[config.mk]
export PLATFORM = sky130hd
export DESIGN_NAME = rtlpm_cell
export DESIGN_NICKNAME = d
export VERILOG_FILES = /design/src/design/rtlpm_pkg.sv /design/src/design/rtlpm_cell.sv
export SDC_FILE = /design/constraint.sdc
export NUM_CORES = 1
export LEC_CHECK = 0
export CORE_AREA = 10 10 131 133
export DETAILED_ROUTE_END_ITERATION = 7
export DIE_AREA = 0 0 141 143
export DONT_BUFFER_PORTS = 1
export PLACE_DENSITY = 0.61
export SLEW_MARGIN = 20
export SYNTH_ARGS = -nofsm -noshare
export SYNTH_HDL_FRONTEND = slang
export SYNTH_SLANG_ARGS = --single-unit
[constraint.sdc]
create_clock -name i_clk -period 2.45 [get_ports i_clk]
set_input_delay 0.245 -clock i_clk [delete_from_list [all_inputs] [get_ports i_clk]]
set_output_delay 0.245 -clock i_clk [all_outputs]
set_load 0.02 [all_outputs]
[src/design/rtlpm_pkg.sv]
`default_nettype none
package rtlpm_pkg;
    localparam int unsigned AddrW = 32;
    localparam int unsigned PfxW  = 6;
    localparam int unsigned MetW  = 16;

    typedef enum logic [2:0] {
        ACT_ADD    = 3'd0,
        ACT_REMOVE = 3'd1,
        ACT_LOOKUP = 3'd2,
        ACT_SETDEF = 3'd3,
        ACT_CLEAR  = 3'd4
    } t_action;

    typedef enum logic [2:0] {
        ST_OK        = 3'd0,
        ST_FULL      = 3'd1,
        ST_BAD_PFX   = 3'd2,
        ST_NOT_FOUND = 3'd3,
        ST_NO_ROUTE  = 3'd4
    } t_status;

    typedef struct packed {
        logic [AddrW-1:0] network;
        logic [PfxW-1:0]  prefix;
        logic [AddrW-1:0] next_hop;
        logic [AddrW-1:0] iface;
        logic [MetW-1:0]  metric;
    } t_route;

    typedef struct packed {
        logic [2:0]       action;
        logic [AddrW-1:0] net_addr;
        logic [7:0]       prefix_length;
        logic [AddrW-1:0] hop_addr;
        logic [AddrW-1:0] iface_addr;
        logic [MetW-1:0]  route_cost;
        logic [AddrW-1:0] dest_addr;
    } t_req;

    typedef struct packed {
        logic [2:0]       status;
        logic [AddrW-1:0] found_network;
        logic [PfxW-1:0]  found_prefix;
        logic [AddrW-1:0] found_next_hop;
        logic [AddrW-1:0] found_iface;
        logic [MetW-1:0]  found_metric;
    } t_rsp;

    // Per-cell command broadcast along the row
    typedef struct packed {
        logic   load;     // write entry at wr_idx with route
        logic   shift;    // cells at or above sh_idx take neighbor's entry
        t_route route;
    } t_cell_cmd;

    function automatic logic [AddrW-1:0] mask_of(input logic [PfxW-1:0] p);
        logic [AddrW-1:0] m;
        if (p == '0) m = '0;
        else if (p >= PfxW'(32)) m = '1;
        else m = ~({AddrW{1'b1}} >> p);
        return m;
    endfunction
endpackage
`default_nettype wire

[src/design/rtlpm_cell.sv]
`default_nettype none
// One table slot; holds a route and, during a scan, passes it one place toward slot 0.
module rtlpm_cell (
    input  wire logic               i_clk,
    input  wire logic               i_load,
    input  wire logic               i_take,
    input  wire rtlpm_pkg::t_route  i_route,
    input  wire rtlpm_pkg::t_route  i_neighbor,
    output rtlpm_pkg::t_route       o_route
);
    rtlpm_pkg::t_route r_route;
    always_ff @(posedge i_clk) begin
        if (i_load) begin
            r_route <= i_route;
        end else if (i_take) begin
            r_route <= i_neighbor;
        end
    end
    assign o_route = r_route;
endmodule
`default_nettype wire

==> qor.yml, run 1 <==
route.detailed.drc: 0
power_leakage_nw: 1.962
finalWeightedCongestion: 0.7497
core_area_sq_mm: 0.01442
groute.usage.overall_pct: 13.25
synth.net_count: 489
setup-tns-final_ns: 0
clock_tree.buffer_depth: 2
cts_repair_resize_count: 0
postSynth.asyncResetShare_pct: 0
fin_ws_ns: 1.282
pin_count: 357
max_slew_violations: 0
via_per_inst: 5.117
worst-endpoint-required_ns: 2.20
via_count_of_the_first_global_routing_pass: 2696
syn2layout_area_growth_pct: 13.95
drt_first_pass_iters: 4
cts_sinks: 118
final.min_clock_period_ns: 1.168
clock_tree.htree_level_count: 4
setup_viol_count_final: 0
synth_seq_area_share_pct: 70.57
setup.worst_path.end: "o_route[115]"
detailedPlacementHpwl_um: 11210
met1Wirelength_um: 4286
worst-path-stages: 0
critPathKind: "flop to output pin"
pre_cts_ws_ns: 1.169
ir_worst_vdd_v: 0.0004286
die_height_um: 143
synth.largest_area_cell: "sky130_fd_sc_hd__edfxtp_1"
dr_total_vias: 2313
die_area_sq_mm: 0.02016
synth_top_cells_by_count: "sky130_fd_sc_hd__edfxtp_1, sky130_fd_sc_hd__mux2_2, sky130_fd_sc_hd__buf_6"
final_clock_period_utilization_by_the_worst_path_pct: 47.69
final_nets: 496
first_pass_grt_wire_length_um: 19520
grt_setup_unrepaired: "false"
io_buffers: 0
met2RoutedLength_um: 7438
cts_buffers: 17
power-per-cell-area_mw_per_mm2: 980.8
yosys_warnings: 0
final_layout_size_suffix_gt1_share_pct: 54.48
setup.worst_path.start: "o_route[115]"
dr.first_iter.drc_count: 94
fp-row-count: 44
hold_depth: 1
routedWlPerCell_um: 30.82
syn-mean-instance-area_sq_um: 20.08
reported_max_cap_violation_count: 0
routed-wl-met3_um: 2053
synth_enable_flop_cells: 118
cts_setup_buffers: 0
holdCritPathClass: "primary input to flop"
crit_path_start_kind: "flop"
sort_of_element_at_the_end_of_the_critical_path: "output pin"
grt_start_max_net_pins: 120
synthDistinctLibCells: 5
outcome: "complete, no violations"
effective_utilization_at_floorplan_pct: 34.81
largest_reg_flops: 118
synth.top_cell.area_share_pct: 70.57
synth_area_sq_mm: 0.005021
netlist_instances: 250
cts.reportedPaths.clkPinSlew_ns: 0.05
cts_hold_repair.buffers: 0
global_route.overflow_total: 0
flop_and_latch_count_out_of_synthesis: 118
antenna_left: 0
grt_antenna_before_repair: 0
cp_data_arrival_time_ns: 0.92
timing_hold_violations_final: 0
cts_tree: "built"
synthFlopType: "sky130_fd_sc_hd__edfxtp_1"
max_freq_mhz: 856.0
n_antenna_cell: 0
maxSlewHeadroom_pct: 59.03
worst-slew-pin-transition_ns: 0.6145
wl_um: 13930
crit_path_max_fanout: 1
synthTopCellsByArea: "sky130_fd_sc_hd__edfxtp_1, sky130_fd_sc_hd__mux2_2, sky130_fd_sc_hd__buf_6"
topRoutingLayerUsed: "met4"
ctsRootBufferMaster: "sky130_fd_sc_hd__clkbuf_16"
die_width_um: 141
placed cells by master (no fill, tap or decap), drive strengths merged:
master	instances
clkinv	6
mux2	118
bufinv	4
buf	1
or2	1
clkbuf	18
edfxtp	118
clkinvlp	2
stage by stage:
stage	power [mW]	hold WS, ns	std cells	area (sq um)	utilization (%)
6_report	5.612	0.06089	452	5722	39.67
5_1_grt	5.835	0.03848	452	5722	39.67
4_1_cts	5.699	0.03788	452	5722	39.67
3_5_place_dp	3.195	0.4678	422	5131	35.57
3_3_place_gp	3.184	0.4666	422	5131	35.57
2_1_floorplan	3.117	0.4648	250	5021	-
how the worst min path moves through the flow:
stage | startpoint | end
after global routing | i_neighbor[64] | o_route[64]
final | i_neighbor[81] | o_route[81]
after floorplan | i_neighbor[0] | o_route[0]
after global placement | i_neighbor[100] | o_route[100]
after CTS | i_neighbor[96] | o_route[96]
after detailed placement | i_neighbor[72] | o_route[72]
routing by layer:
metal  vias up  global-route usage (%)
met5         -                       0
met4         0                   4.728
met3        12                   9.718
met2       212                   22.68
met1      1086                   11.87
li1       1003                       -
report_power, final:
group	switching, mW	internal, mW
clock network	0.805	1.67
logic	0.0830	0.143
registers	0.404	2.51
total	1.29	4.32
final cells by class:
| class | instances | area [sq um] |
|---|---|---|
| well taps | 184 | 230.2 |
| clock buffers | 18 | 429.2 |
| repair buffers | 1 | 20.02 |
| clock inverters | 12 | 161.4 |
| flip-flops and latches | 118 | 3543 |
| fillers | 1309 | 8702 |
| multi-input cells | 119 | 1338 |
kinds of logic after synthesis:
logic type / share of synthesized area, %
flops: 70.57
mux: 26.46
buf+inv: 2.841
simple gates: 0.1247
Note: power is estimated with default switching activity, not from simulation.
==> run 2, diff against run 1 <==
Settings changed: PLACE_DENSITY 0.61 to 0.6.
Clock period 2.45 ns to 1.17 ns, I/O delays scaled along.
==> run 2 against run 1 <==
Net effect:
- the flow now stops in 4_1_cts
- synthesized area is the same
- synthesized cell count unchanged
==> qor.yml, run 2 <==
cts_sinks: 118  # unchanged
synth.net_count: 489  # unchanged
fp-row-count: 44  # unchanged
netlist_instances: 250  # unchanged
flow.stopped_at: "4_1_cts"
outcome: "aborted with a tool error"
pin_count: 357  # unchanged
synthDistinctLibCells: 5  # unchanged
effective_utilization_at_floorplan_pct: 34.81  # unchanged
cts_hold_repair.buffers: 101  # +101
error: "[ERROR RSZ-0060] Max buffer count reached."
die_height_um: 143  # unchanged
finalWeightedCongestion: 0.7424  # -0.97%
synth.top_cell.area_share_pct: 70.57  # unchanged
postSynth.asyncResetShare_pct: 0  # unchanged
yosys_warnings: 0  # unchanged
synth_seq_area_share_pct: 70.57  # unchanged
pre_cts_ws_ns: 0.2213  # -0.9480 ns
clock_tree.buffer_depth: 2  # unchanged
synthFlopType: "sky130_fd_sc_hd__edfxtp_1"
synthTopCellsByArea: "sky130_fd_sc_hd__edfxtp_1, sky130_fd_sc_hd__mux2_2, sky130_fd_sc_hd__buf_6"
clock_tree.htree_level_count: 4  # unchanged
ctsRootBufferMaster: "sky130_fd_sc_hd__clkbuf_16"
flop_and_latch_count_out_of_synthesis: 118  # unchanged
die_width_um: 141  # unchanged
dp_cells: 423  # +0.24%
cts_buffers: 17  # unchanged
detailedPlacementHpwl_um: 10580  # -5.6%
synth_enable_flop_cells: 118  # unchanged
synth_top_cells_by_count: "sky130_fd_sc_hd__edfxtp_1, sky130_fd_sc_hd__mux2_2, sky130_fd_sc_hd__buf_6"
synth_area_sq_mm: 0.005021  # unchanged
cts_repair_resize_count: 0  # unchanged
synth.largest_area_cell: "sky130_fd_sc_hd__edfxtp_1"
cts_setup_buffers: 0  # unchanged
io_buffers: 0  # unchanged
syn-mean-instance-area_sq_um: 20.08  # unchanged
==> run 2: cell counts after synthesis <==
No cell type changed its count.
==> run 2: metrics by stage <==
stage / cell area (sq um) / util [%]
detailed placement: 5151 / 35.71
global placement: 5151 / 35.71
floorplan: 5040 / -
==> run 2: kinds of logic after synthesis <==
group / synth area share [%]
DFF: 70.57
buffers and inverters: 2.841
muxes: 26.46
and+or+nand+nor: 0.1247
==> run 3, diff against run 2 <==
Settings changed: CORE_AREA 10 10 131 133 to unset, CORE_MARGIN set to 10, CORE_UTILIZATION set to 35, DIE_AREA 0 0 141 143 to unset, PLACE_DENSITY 0.6 to unset, PLACE_DENSITY_LB_ADDON set to 0.15.
==> run 3 against run 2 <==
Net effect:
- the flow again stops in 4_1_cts
- synthesized area unchanged
- synthesized cell count unchanged
==> qor.yml, run 3 <==
cts_hold_repair.buffers: 101  # unchanged
synthTopCellsByArea: "sky130_fd_sc_hd__edfxtp_1, sky130_fd_sc_hd__mux2_2, sky130_fd_sc_hd__buf_6"
syn-mean-instance-area_sq_um: 20.08  # unchanged
cts_setup_buffers: 0  # unchanged
io_buffers: 0  # unchanged
error: "[ERROR RSZ-0060] Max buffer count reached."
die_height_um: 139.8  # -2.3%
effective_utilization_at_floorplan_pct: 35.89  # +1.1 points
postSynth.asyncResetShare_pct: 0  # unchanged
pre_cts_ws_ns: 0.2510  # +0.02974 ns
synth_top_cells_by_count: "sky130_fd_sc_hd__edfxtp_1, sky130_fd_sc_hd__mux2_2, sky130_fd_sc_hd__buf_6"
synthFlopType: "sky130_fd_sc_hd__edfxtp_1"
synth_enable_flop_cells: 118  # unchanged
synth_area_sq_mm: 0.005021  # unchanged
cts_buffers: 17  # unchanged
synth.net_count: 489  # unchanged
outcome: "aborted with a tool error"
cts_repair_resize_count: 0  # unchanged
synthDistinctLibCells: 5  # unchanged
yosys_warnings: 0  # unchanged
synth.largest_area_cell: "sky130_fd_sc_hd__edfxtp_1"
pin_count: 357  # unchanged
finalWeightedCongestion: 0.7245  # -2.4%
die_width_um: 139.8  # -0.87%
fp-row-count: 43  # -2.3%
detailedPlacementHpwl_um: 11030  # +4.3%
flop_and_latch_count_out_of_synthesis: 118  # unchanged
synth.top_cell.area_share_pct: 70.57  # unchanged
flow.stopped_at: "4_1_cts"
ctsRootBufferMaster: "sky130_fd_sc_hd__clkbuf_16"
netlist_instances: 250  # unchanged
clock_tree.htree_level_count: 4  # unchanged
cts_sinks: 118  # unchanged
synth_seq_area_share_pct: 70.57  # unchanged
clock_tree.buffer_depth: 2  # unchanged
## run 3: cell counts after synthesis
Identical to the previous run, type by type.
## run 3: cells by family after synthesis
group                  share of synthesized area (%)
AND/OR/NAND/NOR                               0.1247
buffers and inverters                          2.841
multiplexers                                   26.46
flip-flops                                     70.57
## run 3: stage by stage
step	instances	setup TNS [ns]	cell area [sq um]	hold slack, ns	util, %
detailed placement	419	0	5146	0.3398	36.79
global placement	419	0	5146	0.3382	36.79
floorplan	250	-56.92	5040	0.3368	-
